--- src/hdl/aeft_pkg.sv ---
`default_nettype none
package aeft_pkg;

    localparam int unsigned BYTE_W  = 8;
    localparam int unsigned CRC_W   = 16;
    localparam int unsigned NUM_POS = 8;
    localparam int unsigned POS_W   = 3;
    localparam int unsigned CFG_IDX_W = 2;

    localparam logic [BYTE_W-1:0] BYTE_MASK          = 8'hFF;
    localparam logic [CRC_W-1:0]  CRC_PRESET         = 16'hFFFF;
    localparam logic [CRC_W-1:0]  CRC_POLY_REFLECTED = 16'h8408;

    localparam logic [CFG_IDX_W-1:0] CFG_FLAG   = 2'd0;
    localparam logic [CFG_IDX_W-1:0] CFG_RESET  = 2'd1;
    localparam logic [CFG_IDX_W-1:0] CFG_ESCAPE = 2'd2;

    localparam logic [BYTE_W-1:0] FLAG_RST   = 8'd126;
    localparam logic [BYTE_W-1:0] RESET_RST  = 8'd127;
    localparam logic [BYTE_W-1:0] ESCAPE_RST = 8'd27;

    // byte slots of one job, sent lowest first
    localparam logic [POS_W-1:0] POS_OPEN   = 3'd0;
    localparam logic [POS_W-1:0] POS_ESC_D  = 3'd1;
    localparam logic [POS_W-1:0] POS_DATA   = 3'd2;
    localparam logic [POS_W-1:0] POS_ESC_LO = 3'd3;
    localparam logic [POS_W-1:0] POS_LO     = 3'd4;
    localparam logic [POS_W-1:0] POS_ESC_HI = 3'd5;
    localparam logic [POS_W-1:0] POS_HI     = 3'd6;
    localparam logic [POS_W-1:0] POS_CLOSE  = 3'd7;

    typedef struct packed {
        logic [7:0] data_byte;
        logic       end_of_frame;
    } t_in;

    typedef struct packed {
        logic [7:0] line_byte;
        logic       last_of_run;
    } t_out;

    typedef struct packed {
        logic [BYTE_W-1:0] flag_value;
        logic [BYTE_W-1:0] reset_value;
        logic [BYTE_W-1:0] escape_value;
    } t_cfg;

    typedef struct packed {
        logic [NUM_POS-1:0] mask;
        logic [BYTE_W-1:0]  data;
        logic [BYTE_W-1:0]  lo;
        logic [BYTE_W-1:0]  hi;
    } t_job;

    function automatic logic [CRC_W-1:0] crc_feed(input logic [CRC_W-1:0] crc,
                                                  input logic [BYTE_W-1:0] b);
        logic [CRC_W-1:0] c;
        c = crc ^ {{(CRC_W-BYTE_W){1'b0}}, b};
        for (int k = 0; k < BYTE_W; k++) begin
            if (c[0]) begin
                c = (c >> 1) ^ CRC_POLY_REFLECTED;
            end else begin
                c = c >> 1;
            end
        end
        return c;
    endfunction

    function automatic logic is_special(input logic [BYTE_W-1:0] b, input t_cfg cfg);
        return (b == cfg.flag_value) || (b == cfg.reset_value) || (b == cfg.escape_value);
    endfunction

endpackage
`default_nettype wire

--- src/hdl/ax25_escaped_frame_transmitter_top.sv ---
// channel   direction  handshake                   payload
// in        input      i_in_valid / o_in_ready     i_in  (data_byte, end_of_frame)
// out       output     o_out_valid / i_out_ready   o_out (line_byte, last_of_run)
// cfg       input      i_cfg_we, no wait           i_cfg_index, i_cfg_data
//
// One line byte per cycle leaves the back sequencer while the line side is ready;
// an input beat gives 1 to 8 line bytes: 1 for the data byte, plus 1 for an opening
// flag, plus 1 per escape, plus 3 for the trailer (two CRC bytes and the closing flag).
// A FIFO_DEPTH-entry job queue lets the front take beats while the back stalls.
// Synchronous active-low reset; no clearing pass, the block is ready at once.
`default_nettype none
module ax25_escaped_frame_transmitter_top #(
    parameter int unsigned FIFO_DEPTH = 2
) (
    input  wire                             i_clk,
    input  wire                             i_rst_n,
    input  wire                             i_in_valid,
    output logic                            o_in_ready,
    input  aeft_pkg::t_in                   i_in,
    output logic                            o_out_valid,
    input  wire                             i_out_ready,
    output aeft_pkg::t_out                  o_out,
    input  wire                             i_cfg_we,
    input  wire [aeft_pkg::CFG_IDX_W-1:0]   i_cfg_index,
    input  wire [aeft_pkg::BYTE_W-1:0]      i_cfg_data
);
    aeft_pkg::t_cfg r_cfg;
    aeft_pkg::t_job push_job, head_job;
    logic           push, pop, full, empty;

    always_ff @(posedge i_clk) begin
        if (!i_rst_n) begin
            r_cfg.flag_value   <= aeft_pkg::FLAG_RST;
            r_cfg.reset_value  <= aeft_pkg::RESET_RST;
            r_cfg.escape_value <= aeft_pkg::ESCAPE_RST;
        end else if (i_cfg_we) begin
            unique case (i_cfg_index)
                aeft_pkg::CFG_FLAG:   r_cfg.flag_value   <= i_cfg_data;
                aeft_pkg::CFG_RESET:  r_cfg.reset_value  <= i_cfg_data;
                aeft_pkg::CFG_ESCAPE: r_cfg.escape_value <= i_cfg_data;
                default: ;
            endcase
        end
    end

    aeft_front u_front (
        .i_clk      (i_clk),
        .i_rst_n    (i_rst_n),
        .i_cfg      (r_cfg),
        .i_in_valid (i_in_valid),
        .o_in_ready (o_in_ready),
        .i_in       (i_in),
        .i_full     (full),
        .o_push     (push),
        .o_job      (push_job)
    );

    aeft_queue #(
        .DEPTH (FIFO_DEPTH)
    ) u_queue (
        .i_clk   (i_clk),
        .i_rst_n (i_rst_n),
        .i_push  (push),
        .i_job   (push_job),
        .i_pop   (pop),
        .o_job   (head_job),
        .o_full  (full),
        .o_empty (empty)
    );

    aeft_back u_back (
        .i_clk       (i_clk),
        .i_rst_n     (i_rst_n),
        .i_cfg       (r_cfg),
        .i_job       (head_job),
        .i_empty     (empty),
        .o_pop       (pop),
        .o_out_valid (o_out_valid),
        .i_out_ready (i_out_ready),
        .o_out       (o_out)
    );
endmodule
`default_nettype wire

--- src/hdl/aeft_queue.sv ---
`default_nettype none
module aeft_queue #(
    parameter int unsigned DEPTH = 2
) (
    input  wire              i_clk,
    input  wire              i_rst_n,
    input  wire              i_push,
    input  aeft_pkg::t_job   i_job,
    input  wire              i_pop,
    output aeft_pkg::t_job   o_job,
    output logic             o_full,
    output logic             o_empty
);
    localparam int unsigned AW = (DEPTH > 1) ? $clog2(DEPTH) : 1;
    localparam int unsigned CW = $clog2(DEPTH + 1);

    aeft_pkg::t_job  r_mem [DEPTH];
    logic [AW-1:0]   r_wr_ptr, n_wr_ptr;
    logic [AW-1:0]   r_rd_ptr, n_rd_ptr;
    logic [CW-1:0]   r_count,  n_count;

    function automatic logic [AW-1:0] wrap_inc(input logic [AW-1:0] p);
        return (p == AW'(DEPTH - 1)) ? '0 : p + 1'b1;
    endfunction

    assign o_full  = (r_count == CW'(DEPTH));
    assign o_empty = (r_count == '0);
    assign o_job   = r_mem[r_rd_ptr];

    always_comb begin
        n_wr_ptr = i_push ? wrap_inc(r_wr_ptr) : r_wr_ptr;
        n_rd_ptr = i_pop  ? wrap_inc(r_rd_ptr) : r_rd_ptr;
        n_count  = r_count;
        if (i_push && !i_pop) begin
            n_count = r_count + 1'b1;
        end else if (i_pop && !i_push) begin
            n_count = r_count - 1'b1;
        end
    end

    always_ff @(posedge i_clk) begin
        if (!i_rst_n) begin
            r_wr_ptr <= '0;
            r_rd_ptr <= '0;
            r_count  <= '0;
        end else begin
            r_wr_ptr <= n_wr_ptr;
            r_rd_ptr <= n_rd_ptr;
            r_count  <= n_count;
        end
    end

    always_ff @(posedge i_clk) begin
        if (i_push) begin
            r_mem[r_wr_ptr] <= i_job;
        end
    end
endmodule
`default_nettype wire

--- src/hdl/aeft_front.sv ---
`default_nettype none
module aeft_front (
    input  wire              i_clk,
    input  wire              i_rst_n,
    input  aeft_pkg::t_cfg   i_cfg,
    input  wire              i_in_valid,
    output logic             o_in_ready,
    input  aeft_pkg::t_in    i_in,
    input  wire              i_full,
    output logic             o_push,
    output aeft_pkg::t_job   o_job
);
    logic                        r_inside, n_inside;
    logic [aeft_pkg::CRC_W-1:0]  r_crc,    n_crc;
    logic [aeft_pkg::CRC_W-1:0]  crc_base;
    logic                        last;

    assign o_in_ready = !i_full;
    assign o_push     = i_in_valid && !i_full;
    assign last       = i_in.end_of_frame;

    always_comb begin
        crc_base = r_inside ? r_crc : aeft_pkg::CRC_PRESET;
        n_crc    = aeft_pkg::crc_feed(crc_base, i_in.data_byte);
        n_inside = !last;

        o_job.data = i_in.data_byte;
        o_job.lo   = n_crc[7:0] ^ aeft_pkg::BYTE_MASK;
        o_job.hi   = n_crc[15:8] ^ aeft_pkg::BYTE_MASK;
        o_job.mask = '0;
        o_job.mask[aeft_pkg::POS_OPEN]   = !r_inside;
        o_job.mask[aeft_pkg::POS_ESC_D]  = aeft_pkg::is_special(i_in.data_byte, i_cfg);
        o_job.mask[aeft_pkg::POS_DATA]   = 1'b1;
        o_job.mask[aeft_pkg::POS_ESC_LO] = last && aeft_pkg::is_special(o_job.lo, i_cfg);
        o_job.mask[aeft_pkg::POS_LO]     = last;
        o_job.mask[aeft_pkg::POS_ESC_HI] = last && aeft_pkg::is_special(o_job.hi, i_cfg);
        o_job.mask[aeft_pkg::POS_HI]     = last;
        o_job.mask[aeft_pkg::POS_CLOSE]  = last;
    end

    always_ff @(posedge i_clk) begin
        if (!i_rst_n) begin
            r_inside <= 1'b0;
            r_crc    <= aeft_pkg::CRC_PRESET;
        end else if (o_push) begin
            r_inside <= n_inside;
            r_crc    <= n_crc;
        end
    end
endmodule
`default_nettype wire

--- src/hdl/aeft_back.sv ---
`default_nettype none
module aeft_back (
    input  wire              i_clk,
    input  wire              i_rst_n,
    input  aeft_pkg::t_cfg   i_cfg,
    input  aeft_pkg::t_job   i_job,
    input  wire              i_empty,
    output logic             o_pop,
    output logic             o_out_valid,
    input  wire              i_out_ready,
    output aeft_pkg::t_out   o_out
);
    logic [aeft_pkg::NUM_POS-1:0] r_mask, n_mask;
    logic                         r_busy, n_busy;
    logic                         r_valid;
    aeft_pkg::t_out               r_out, n_out;

    logic [aeft_pkg::NUM_POS-1:0] cur;
    logic [aeft_pkg::NUM_POS-1:0] rest;
    logic [aeft_pkg::POS_W-1:0]   sel_pos;
    logic                         advance;
    logic                         fire;

    assign advance     = !r_valid || i_out_ready;
    assign fire        = advance && !i_empty;
    assign o_out_valid = r_valid;
    assign o_out       = r_out;

    always_comb begin
        cur     = r_busy ? r_mask : i_job.mask;
        sel_pos = '0;
        for (int i = aeft_pkg::NUM_POS - 1; i >= 0; i--) begin
            if (cur[i]) begin
                sel_pos = aeft_pkg::POS_W'(i);
            end
        end
        rest = cur & ~(aeft_pkg::NUM_POS'(1) << sel_pos);

        unique case (sel_pos)
            aeft_pkg::POS_OPEN,
            aeft_pkg::POS_CLOSE:  n_out.line_byte = i_cfg.flag_value;
            aeft_pkg::POS_ESC_D,
            aeft_pkg::POS_ESC_LO,
            aeft_pkg::POS_ESC_HI: n_out.line_byte = i_cfg.escape_value;
            aeft_pkg::POS_DATA:   n_out.line_byte = i_job.data;
            aeft_pkg::POS_LO:     n_out.line_byte = i_job.lo;
            aeft_pkg::POS_HI:     n_out.line_byte = i_job.hi;
            default:              n_out.line_byte = i_job.data;
        endcase
        n_out.last_of_run = (rest == '0);

        o_pop  = fire && (rest == '0);
        n_busy = fire ? (rest != '0) : r_busy;
        n_mask = fire ? rest : r_mask;
    end

    always_ff @(posedge i_clk) begin
        if (!i_rst_n) begin
            r_busy  <= 1'b0;
            r_valid <= 1'b0;
        end else begin
            r_busy <= n_busy;
            if (fire) begin
                r_valid <= 1'b1;
            end else if (i_out_ready) begin
                r_valid <= 1'b0;
            end
        end
    end

    always_ff @(posedge i_clk) begin
        r_mask <= n_mask;
        if (fire) begin
            r_out <= n_out;
        end
    end
endmodule
`default_nettype wire

--- config.mk ---
export PLATFORM = sky130hd
export DESIGN_NAME = ax25_escaped_frame_transmitter_top
export DESIGN_NICKNAME = d
export VERILOG_FILES = /design/src/hdl/aeft_pkg.sv /design/src/hdl/ax25_escaped_frame_transmitter_top.sv /design/src/hdl/aeft_queue.sv /design/src/hdl/aeft_front.sv /design/src/hdl/aeft_back.sv
export SDC_FILE = /design/constraint.sdc
export NUM_CORES = 1
export LEC_CHECK = 0
export BUFFER_PORTS_ARGS = -buffer_cell sky130_fd_sc_hd__buf_4
export CAP_MARGIN = 40
export CORE_AREA = 2 2 105 127
export CTS_CLUSTER_DIAMETER = 100
export DETAILED_ROUTE_END_ITERATION = 16
export DIE_AREA = 0 0 107 129
export GPL_TIMING_DRIVEN = 0
export HOLD_SLACK_MARGIN = 0.15
export PLACE_DENSITY = 0.75
export SLEW_MARGIN = 5
export SYNTH_ARGS = -nofsm -noshare
export SYNTH_HDL_FRONTEND = slang
export SYNTH_SLANG_ARGS = --single-unit
export TNS_END_PERCENT = 100
--- constraint.sdc ---
create_clock -name i_clk -period 7 [get_ports i_clk]
set_input_delay 1.05 -clock i_clk [delete_from_list [all_inputs] [get_ports i_clk]]
set_output_delay 1.05 -clock i_clk [all_outputs]
set_load 0.005 [all_outputs]
Yosys cells after proc, flatten, opt, wreduce, memory -nomap -nowiden
Memory sizes are Yosys's and may differ from the RTL's. A register that Yosys moved wholly into a read port is not among the register bits.
Index checks and enable logic that the tools add are counted.
{"block": "totals", "register_bits": 64, "ram_bits": 62, "output_inout_bits": 11, "word_cells": 113, "mem_count": 1}
{"block": "op_classes", "addsub": 4, "n_eq_ne": 19, "shift": 1, "muxes": 29, "bitwise_logic": 13, "reduce_logical": 33}
{"name": "u_queue.r_mem", "depth": 2, "width": 31, "rd": 1, "rd_clocked_by_memory_dff": 1, "wr": 1, "line": "aeft_queue.sv:17", "text": "aeft_pkg::t_job r_mem [DEPTH];"}
{"op": "16-bit two-way mux", "count": 9}
{"op": "8-bit equality test", "count": 9}
{"op": "8-bit case mux with 5 select lines", "count": 1}
{"op": "3-bit two-way mux", "count": 8}
{"op": "2-bit NOT with 3-bit output", "count": 8}
{"op": "8-bit NOT", "count": 3}
{"op": "16-bit by 8-bit XOR with 16-bit output", "count": 1}
{"op": "3-bit equality test (second input constant)", "count": 4}
{"op": "8-bit bitwise AND", "count": 1}
{"op": "8-bit zero test", "count": 1}
{"op": "1-bit two-way mux", "count": 8}
{"op": "8-bit two-way mux", "count": 1}
{"op": "8-bit nonzero test", "count": 1}
{"op": "1-bit by 3-bit << shifter with 8-bit output (first input constant)", "count": 1}
{"op": "1-bit logical AND", "count": 7}
{"op": "1-bit zero test", "count": 7}
{"op": "1-bit logical OR", "count": 7}
{"op": "3-bit by 2-bit equality test with 1-bit output (second input constant)", "count": 2}
{"op": "2-bit AND reduction", "count": 3}
{"op": "2-bit equality test (second input constant)", "count": 2}
{"op": "2-bit zero test", "count": 2}
{"op": "2-bit two-way mux", "count": 2}
{"op": "2-bit nonzero test", "count": 2}
{"op": "3-bit by 1-bit equality test with 1-bit output (second input constant)", "count": 1}
{"op": "7 further kinds", "count": 8}

Depth between registers and ports, before layout
Gate-level depths: netlist of the first run.
{"block": "depth", "word_depth": 23, "depth_mapped": 13, "mapped_depth_nobuf": 10}

Modules after synthesis
A second synthesis of the first run with hierarchy kept.
{"block": "unflattened", "cells_unflattened": 652, "hier_area_um2": 7353.3}
{"mod": "aeft_queue", "n_inst": 1, "cells_each": 122, "area_each_um2": 2528.7, "seq_area_each_um2": 2021.9}
{"mod": "aeft_front", "n_inst": 1, "cells_each": 281, "area_each_um2": 2387.3, "seq_area_each_um2": 340.3}
{"mod": "aeft_back", "n_inst": 1, "cells_each": 153, "area_each_um2": 1450.1, "seq_area_each_um2": 550.5}
{"mod": "ax25_escaped_frame_transmitter_top", "n_inst": 1, "cells_each": 96, "area_each_um2": 987.2, "seq_area_each_um2": 480.5}

Least setup slack after synthesis of the first run
No wires, ideal clock.
{"block": "synth_timing", "path_type": "register to register", "startpoint": "register u_back.r_mask[2] (netlist bit)", "endpoint": "register u_queue.r_count[1]", "setup_time_ns": 0.076, "t_arrival_ns": 3.070, "t_required_ns": 6.924, "setup_slack_ns": 3.854, "path_stages_with_launch": 12, "path_buffers": 2, "cell_sequence": "edfxtp_1 > or4b_1 > a311oi_2 > a21bo_1 > buf_6 > a31oi_4 > o21ai_1 > or3_1 > clkbuf_1 > ha_1 > or3_1 > a21boi_0"}
{"block": "synth_between", "elab_chain_cells": 12, "elab_cells_between_ends": 14}
{"item": "from (decl)", "line": "aeft_back.sv:13", "text": "logic [aeft_pkg::NUM_POS-1:0] r_mask, n_mask;"}
{"item": "from (signal assigned)", "line": "aeft_back.sv:72", "text": "r_mask <= n_mask;"}
{"item": "8-bit two-way mux (*)", "line": "aeft_back.sv:30", "text": "cur = r_busy ? r_mask : i_job.mask;"}
{"item": "3-bit two-way mux (3 in series)", "line": "aeft_back.sv:33", "text": "if (cur[i]) begin"}
{"item": "1-bit by 3-bit << shifter with 8-bit output", "line": "aeft_back.sv:37", "text": "rest = cur & ~(aeft_pkg::NUM_POS'(1) << sel_pos);"}
{"item": "8-bit NOT", "line": "aeft_back.sv:37"}
{"item": "8-bit bitwise AND (*)", "line": "aeft_back.sv:37"}
{"item": "8-bit zero test (*)", "line": "aeft_back.sv:52", "text": "o_pop = fire && (rest == '0);"}
{"item": "1-bit logical AND (*)", "line": "aeft_back.sv:52"}
{"item": "1-bit zero test", "line": "aeft_queue.sv:34", "text": "if (i_push && !i_pop) begin"}
{"item": "1-bit logical AND", "line": "aeft_queue.sv:34"}
{"item": "2-bit two-way mux or 2-bit nonzero test (tied branches)"}
{"item": "to (signal assigned)", "line": "aeft_queue.sv:49", "text": "r_count <= n_count;"}
{"item": "to (decl)", "line": "aeft_queue.sv:20", "text": "logic [CW-1:0] r_count, n_count;"}
Every way passes the cells marked *; elsewhere a longest branch is shown, timed or not.
A chain may end at the register's enable or synchronous reset.

==> impl_metrics.csv, run 1 <==
group,metric,value,unit
grt,gr-total-overflow,0,
critical_path,crit_chain,"buf_4, clkbuf_1, xnor2_1, xnor2_1, xor2_1, a2111oi_0, a221oi_1, o22ai_1",
clock_network,clock_latency,0.42,ns
status,status,"finished, final reports clean",
logic_synthesis,synth_nets,608,
worst_hold_path,hold_class,"reg -> reg",
clock_network,cts_tree,"yes",
grt,grt_use_total,25.0,%
logic_synthesis,synth_xor_area_share,15.7,%
timing,period_needed,3.83,ns
grt,antenna_found_initial,0,
finish,nets,664,
timing,fmax,261,MHz
clock_network,cts_max_path_buffers,2,
floorplanning,die-area,13800,um2
floorplanning,placementRows,45,
worst_hold_path,min_path_cells,2,
power,seq_power_share,39.2,%
logic_synthesis,synth_edf_count,75,
critical_path,reg2reg_depth,8,
grt,grt_first_pass_wirelength,25600,um
power,p_switching,0.700,mW
floorplanning,dieWidth,107,um
timing,period_share,54.8,%
power,power.static_leakage,2.90,nW
power,pwr-share-comb,21.5,%
routing,vias,4855,
power,pwr-share-clk,39.3,%
finish,drive_gt1_share,16.0,%
logic_synthesis,synthSimpleGateAreaFrac,13.5,%
critical_path,max_stage_delay,0.63,ns
power,ir_drop,0.160,mV
timing,finalSetupTns,0,ns
critical_path,end_kind,"flip-flop",
logic_synthesis,async_flop_share,0,%
critical_path,crit_path_top_delay_cell,"xnor2_1",
power,switching_share,29.0,%
floorplanning,core,12600,um2
logic_synthesis,synthMuxAreaShare,7.30,%
clock_network,h-tree-depth,4,
power,p_int,1.71,mW
logic_synthesis,synth_area_leaders,"edfxtp_1 34%, dfxtp_1 15%, xor2_1 6.3%",
clock_network,cts_resized,0,
clock_network,post_cts_buffers,0,
routing,drt_wl_total,16200,um
clock_network,clk_pin_slew_worst_paths,0.05,ns
critical_path,crit_top_cell,"xnor2_1",
timing,setup_violations,0,
floorplanning,initial_core_util,52.2,%
clock_network,cts-buffers-inserted,17,
routing,ant_nets,0,
logic_synthesis,netlist_area,6550,um2
logic_synthesis,ys_seq_area_share,49.0,%
critical_path,crit_path_start_kind,"input port",
power,finalPower,2.41,mW
finish,antennaDiodeCount,0,
clock_network,cts_root_buf,"clkbuf_16",
logic_synthesis,yosysMostFrequentCell,"edfxtp_1",
clock_network,cts_hold_buf,0,
logic_synthesis,syn_inst,583,
timing,slew_headroom,37.5,%
timing,fin_skew,0.00850,ns
logic_synthesis,synth_warnings,0,
logic_synthesis,synth_compound_area_share,10.8,%
logic_synthesis,synth_adder_area_share,0.191,%
placement,io_buffers,34,
grt,grt_max_degree,31,
finish,n_fill_cell,970,
logic_synthesis,synth_top_cell_by_area,"edfxtp_1",
clock_network,clock_sinks,123,
timing,hold_viol,0,
routing,first_pass_iters,5,
routing,drt-vias-per-instance,5.95,
critical_path,critPathKind,"in -> reg",
logic_synthesis,synthFlopType,"edfxtp_1",
floorplanning,die_h,129,um
critical_path,cp_max_fo,8,
timing,max_slew.worst_pin.slew,0.931,ns
critical_path,required,7.18,ns
routing,drtIter0Drc,501,
timing,whs,0.487,ns
floorplanning,pin_count,35,
logic_synthesis,yosys.area.top_type_share,34.4,%
grt,grt_pass1_vias,4876,
logic_synthesis,ys_types,65,
logic_synthesis,ys_ff_latch,123,
routing,route.detailed.drc,0,
routing,detail_route.wl_per_cell,19.9,um
run,cap_violations,0,
placement,dp_hpwl,12000,um
timing,rsz0062_at_grt,"no",
logic_synthesis,synth_top_family_by_area,"XOR/XNOR gates",
timing,slew_violations,0,
critical_path,crit_arrival,4.02,ns
finish,area_delta_synth_final,17.3,%
power,powerDensity,314,nW/um2
logic_synthesis,synth_commonest_cells,"75 x edfxtp_1, 63 x nand2_1, 48 x dfxtp_1",
logic_synthesis,syn-mean-instance-area,11.2,um2
placement,place_congestion,0.974,
[per-layer routing]
metal  vias to the layer above  part of all wire (%)  GRT usage (%)
li1                       2228                     -              -
met1                      2333                    38           29.7
met2                       238                    50           42.0
met3                        56                   7.6           6.43
met4                         0                   4.1           12.8
met5                         -                     0              0
[layout by cell type (no fill, tap or decap), types with 18 or more instances in the layout]
cell      Yosys  final
nand2_1      63     63
buf_4         0     36
clkbuf_1     25     25
dfxtp_1      48     48
nor3_1       18     18
nand3_1      19     19
o211ai_1     20     20
xor2_1       47     47
mux2i_1      23     23
xnor2_1      41     41
edfxtp_1     75     75
[critical path: cells and delay by family]
kind / cells / cell delay, ns
AO/OA/AOI/OAI: 3 / 1.21
XOR/XNOR: 3 / 1.15
buffers and inverters: 2 / 0.59
[power groups by stage]
stage          clock network, mW  logic, mW  registers [mW]
6_report                   0.947      0.519           0.944
5_1_grt                    0.985      0.558           0.953
4_1_cts                    0.952      0.512           0.943
3_5_place_dp                   0      0.507           0.957
3_3_place_gp                   0      0.486           0.952
2_1_floorplan                  0      0.353           0.944
[cells by family (layout without fill, tap and decap cells)]
logic type | count (synthesis) | count (layout)
DFF | 123 | 123
other | 1 | 1
buffers and inverters | 54 | 123
adders and majority gates | 1 | 1
AOI/OAI and AO/OA | 90 | 90
xor gates and xnor gates | 100 | 100
and+or+nand+nor | 177 | 177
muxes | 37 | 37
[through the flow]
stage | cells | setup slack (ns) | area, um2 | util, %
3_3_place_gp | 781 | 2.86 | 7010 | 55.8
5_1_grt | 816 | 2.98 | 7680 | 61.2
4_1_cts | 816 | 3.27 | 7680 | 61.2
2_1_floorplan | 583 | 3.85 | 6550 | -
6_report | 816 | 3.17 | 7680 | 61.2
3_5_place_dp | 784 | 2.84 | 7050 | 56.1
[final timing paths]
path                                       start                   end  slack [ns]
worst max-delay path                     i_in[1]  u_queue.r_mem[1][28]        3.17
worst min-delay path            u_queue.r_rd_ptr             flip-flop        0.49
worst max register to register  u_front.r_inside  u_queue.r_mem[1][28]        3.39
worst min register to register  u_queue.r_rd_ptr             flip-flop        0.49
[state kept, by name (all words and copies together) (netlist names), named ones only]
name	flops
u_queue.r_wr_ptr	1
u_back.r_busy	1
u_back.r_mask	8
u_back.o_out	9
u_queue.r_rd_ptr	1
u_front.r_inside	1
r_cfg	24
u_queue.r_mem	58
u_back.o_out_valid	1
u_queue.r_count	2
u_front.r_crc	16
[layout make-up]
type                       count  area [um2]  share of cell area [%]
buffer                        38         161                    2.10
clock buffer                  17         425                    5.54
clock inverter                15         211                    2.75
inverter                      16        60.1                   0.782
multi-input combinational    406        3130                    40.8
sequential                   123        3210                    41.8
tap                          164         205                    2.67
timing repair buffer          37         275                    3.58
Note: power is estimated with default switching activity, not from simulation.
==> run 2: changes to the inputs <==
--- a/config.mk
+++ b/config.mk
@@ -13,7 +13,7 @@
 export DIE_AREA = 0 0 107 129
 export GPL_TIMING_DRIVEN = 0
 export HOLD_SLACK_MARGIN = 0.15
-export PLACE_DENSITY = 0.75
+export PLACE_DENSITY = 0.77
 export SLEW_MARGIN = 5
 export SYNTH_ARGS = -nofsm -noshare
 export SYNTH_HDL_FRONTEND = slang
==> constraint.sdc (replaced) <==
create_clock -name i_clk -period 3.2 [get_ports i_clk]
set_input_delay 0.48 -clock i_clk [delete_from_list [all_inputs] [get_ports i_clk]]
set_output_delay 0.48 -clock i_clk [all_outputs]
set_load 0.005 [all_outputs]
==> impl_metrics.csv, run 2 (synthesis gave the netlist of run 1 again) <==
group,metric,value,unit
critical_path,crit_path_top_delay_cell,"or4b_4",
finish,top_register,"u_queue.r_mem",
routing,first_pass_iters,7,
clock_network,clock_latency,0.42,ns
grt,grt_use_total,25.8,%
grt,antenna_found_initial,0,
critical_path,r2r_start,"u_back.r_mask[3]",
routing,drt_wl_total,16800,um
routing,vias,4945,
timing,fin_skew,0.00865,ns
floorplanning,pin_count,35,
floorplanning,core,12600,um2
grt,grt_use_met1,30.3,%
routing,route.detailed.drc,0,
finish,final_cell_mix,"75 x edfxtp_1, 63 x nand2_1, 48 x dfxtp_1, 47 x xor2_1, 42 x buf_4",
clock_network,cts_max_path_buffers,2,
routing,detail_route.wl_per_cell,20.4,um
placement,dp_hpwl,12000,um
grt,grt_pass1_vias,5005,
grt,gr-total-overflow,0,
finish,final_common_cell,"edfxtp_1",
critical_path,r2r_end,"u_queue.r_count[1]",
timing,setup_violations,1,
floorplanning,initial_core_util,52.2,%
timing,final.setup.worst_slack,-0.0225,ns
timing,slew_headroom,34.3,%
critical_path,crit_chain,"or4b_4, a311oi_4, a21bo_1, buf_6, a31oi_4, o21ai_2, or3_4, ha_2, xor2_1, or3_1, a21boi_1",
floorplanning,placementRows,45,
critical_path,cp_max_fo,9,
power,power.static_leakage,2.95,nW
timing,max_slew.worst_pin.slew,0.979,ns
grt,grt_max_degree,31,
worst_hold_path,min_from,"i_in[1]",
critical_path,max_stage_delay,0.56,ns
clock_network,clk_pin_slew_worst_paths,0.06,ns
finish,nets,668,
critical_path,critPathKind,"reg -> reg",
critical_path,end_kind,"flip-flop",
floorplanning,die-area,13800,um2
floorplanning,dieWidth,107,um
clock_network,cts_tree,"yes",
finish,largest_reg_flops,58,
placement,place_congestion,0.998,
clock_network,h-tree-depth,4,
finish,reg_top3,"u_queue.r_mem (58), r_cfg (24), u_front.r_crc (16)",
timing,period_share,101,%
finish,drive_gt1_share,18.0,%
worst_hold_path,hold_class,"in -> reg",
grt,grt_first_pass_wirelength,26600,um
finish,multi_input_area,3190,um2
timing,hold_viol,0,
status,violations,"negative setup slack",
critical_path,startpoint,"u_back.r_mask[3]",
timing,fmax,310,MHz
critical_path,crit_path_start_kind,"flip-flop",
finish,register_area,3210,um2
finish,area_delta_synth_final,18.8,%
worst_hold_path,min_to,"u_queue.r_mem[0][16]",
run,cap_violations,0,
timing,rsz0062_at_grt,"yes",
status,status,"finished, violations left",
clock_network,cts_root_buf,"clkbuf_16",
power,ir_drop,0.364,mV
clock_network,clock_sinks,123,
clock_network,cts-buffers-inserted,17,
routing,drtIter0Drc,536,
critical_path,rrSetupSlack,-0.02,ns
placement,io_buffers,34,
routing,ant_nets,0,
power,powerDensity,683,nW/um2
grt,groute.layer.met2.usage,44.2,%
clock_network,cts_hold_buf,0,
critical_path,path_delay_family,"simple AND/OR/NAND/NOR gates",
critical_path,required,3.56,ns
critical_path,crit_arrival,3.58,ns
timing,period_needed,3.22,ns
floorplanning,die_h,129,um
critical_path,cp_num_buf_inv,1,
finish,n_fill_cell,948,
grt,top_usage_layer,"met2",
timing,whs,0.259,ns
critical_path,reg2reg_depth,11,
worst_hold_path,min_path_cells,1,
timing,slew_violations,0,
finish,antennaDiodeCount,0,
grt,grt_util_met3,6.69,%
timing,finalSetupTns,-0.0225,ns
routing,drt-vias-per-instance,6.03,
[run 2: cell count changes in the layout (fill, tap and decap cells not counted), sizes merged]
cell / previous run / this run
buf: 50 / 55
clkinvlp: 3 / 2
inv: 22 / 23
clkinv: 2 / 1
[run 2: where the power goes]
| group | internal (mW) | leakage [nW] | total, mW | switching, mW |
|---|---|---|---|---|
| Combinational | 0.489 | 1.55 | 1.17 | 0.685 |
| Sequential | 1.95 | 1.10 | 2.07 | 0.117 |
| Clock | 1.32 | 0.305 | 2.07 | 0.750 |
| Total | 3.76 | 2.95 | 5.32 | 1.55 |
[run 2: layer usage]
layer | vias up | wire [um]
met5 | - | 0
met4 | 0 | 673
met3 | 60 | 1230
met2 | 283 | 8410
met1 | 2369 | 6450
li1 | 2233 | -
[run 2: worst register-to-register path, cell delays in order, from the launching register on]
cell and delay [ns]:
edfxtp_1 0.42, or4b_4 0.56, a311oi_4 0.35, a21bo_1 0.26
buf_6 0.14, a31oi_4 0.19, o21ai_2 0.09, or3_4 0.40
ha_2 0.19, xor2_1 0.15, or3_1 0.31, a21boi_1 0.12
[run 2: repair_timing]
item | CTS | global route
endpoints found under the setup margin | 6 | 8
setup buffers | 3 | 4
pin swaps | 1 | 4
resized for setup | 4 | 11
[run 2: worst max-delay path by stage]
stage                                end  slack [ns]  depth (start not counted)
global route          u_queue.r_count[1]       -0.09                         11
global placement    u_queue.r_mem[0][28]       -0.26                          8
floorplan             u_queue.r_count[1]        0.05                         11
finish                u_queue.r_count[1]       -0.02                         11
detailed placement    u_queue.r_count[1]       -0.26                         11
CTS                   u_queue.r_count[1]       -0.14                         11
[run 2: final cells by class]
type | count | share of cell area, %
buffer | 37 | 2.07
clock buffer | 18 | 5.51
clock inverter | 14 | 2.67
inverter | 16 | 0.772
multi-input combinational | 406 | 41.0
sequential | 123 | 41.3
tap | 164 | 2.64
timing repair buffer | 42 | 4.02
[run 2: through the flow]
step           util (%)  setup slack (ns)  cell area, um2  power, mW  instances
4_1_cts            61.4            -0.140            7710       5.28        816
3_3_place_gp       55.8            -0.259            7010       3.14        781
5_1_grt            62.0           -0.0878            7780       5.51        820
6_report           62.0           -0.0225            7780       5.32        820
2_1_floorplan         -            0.0544            6550       2.84        583
3_5_place_dp       56.0            -0.263            7030       3.19        781
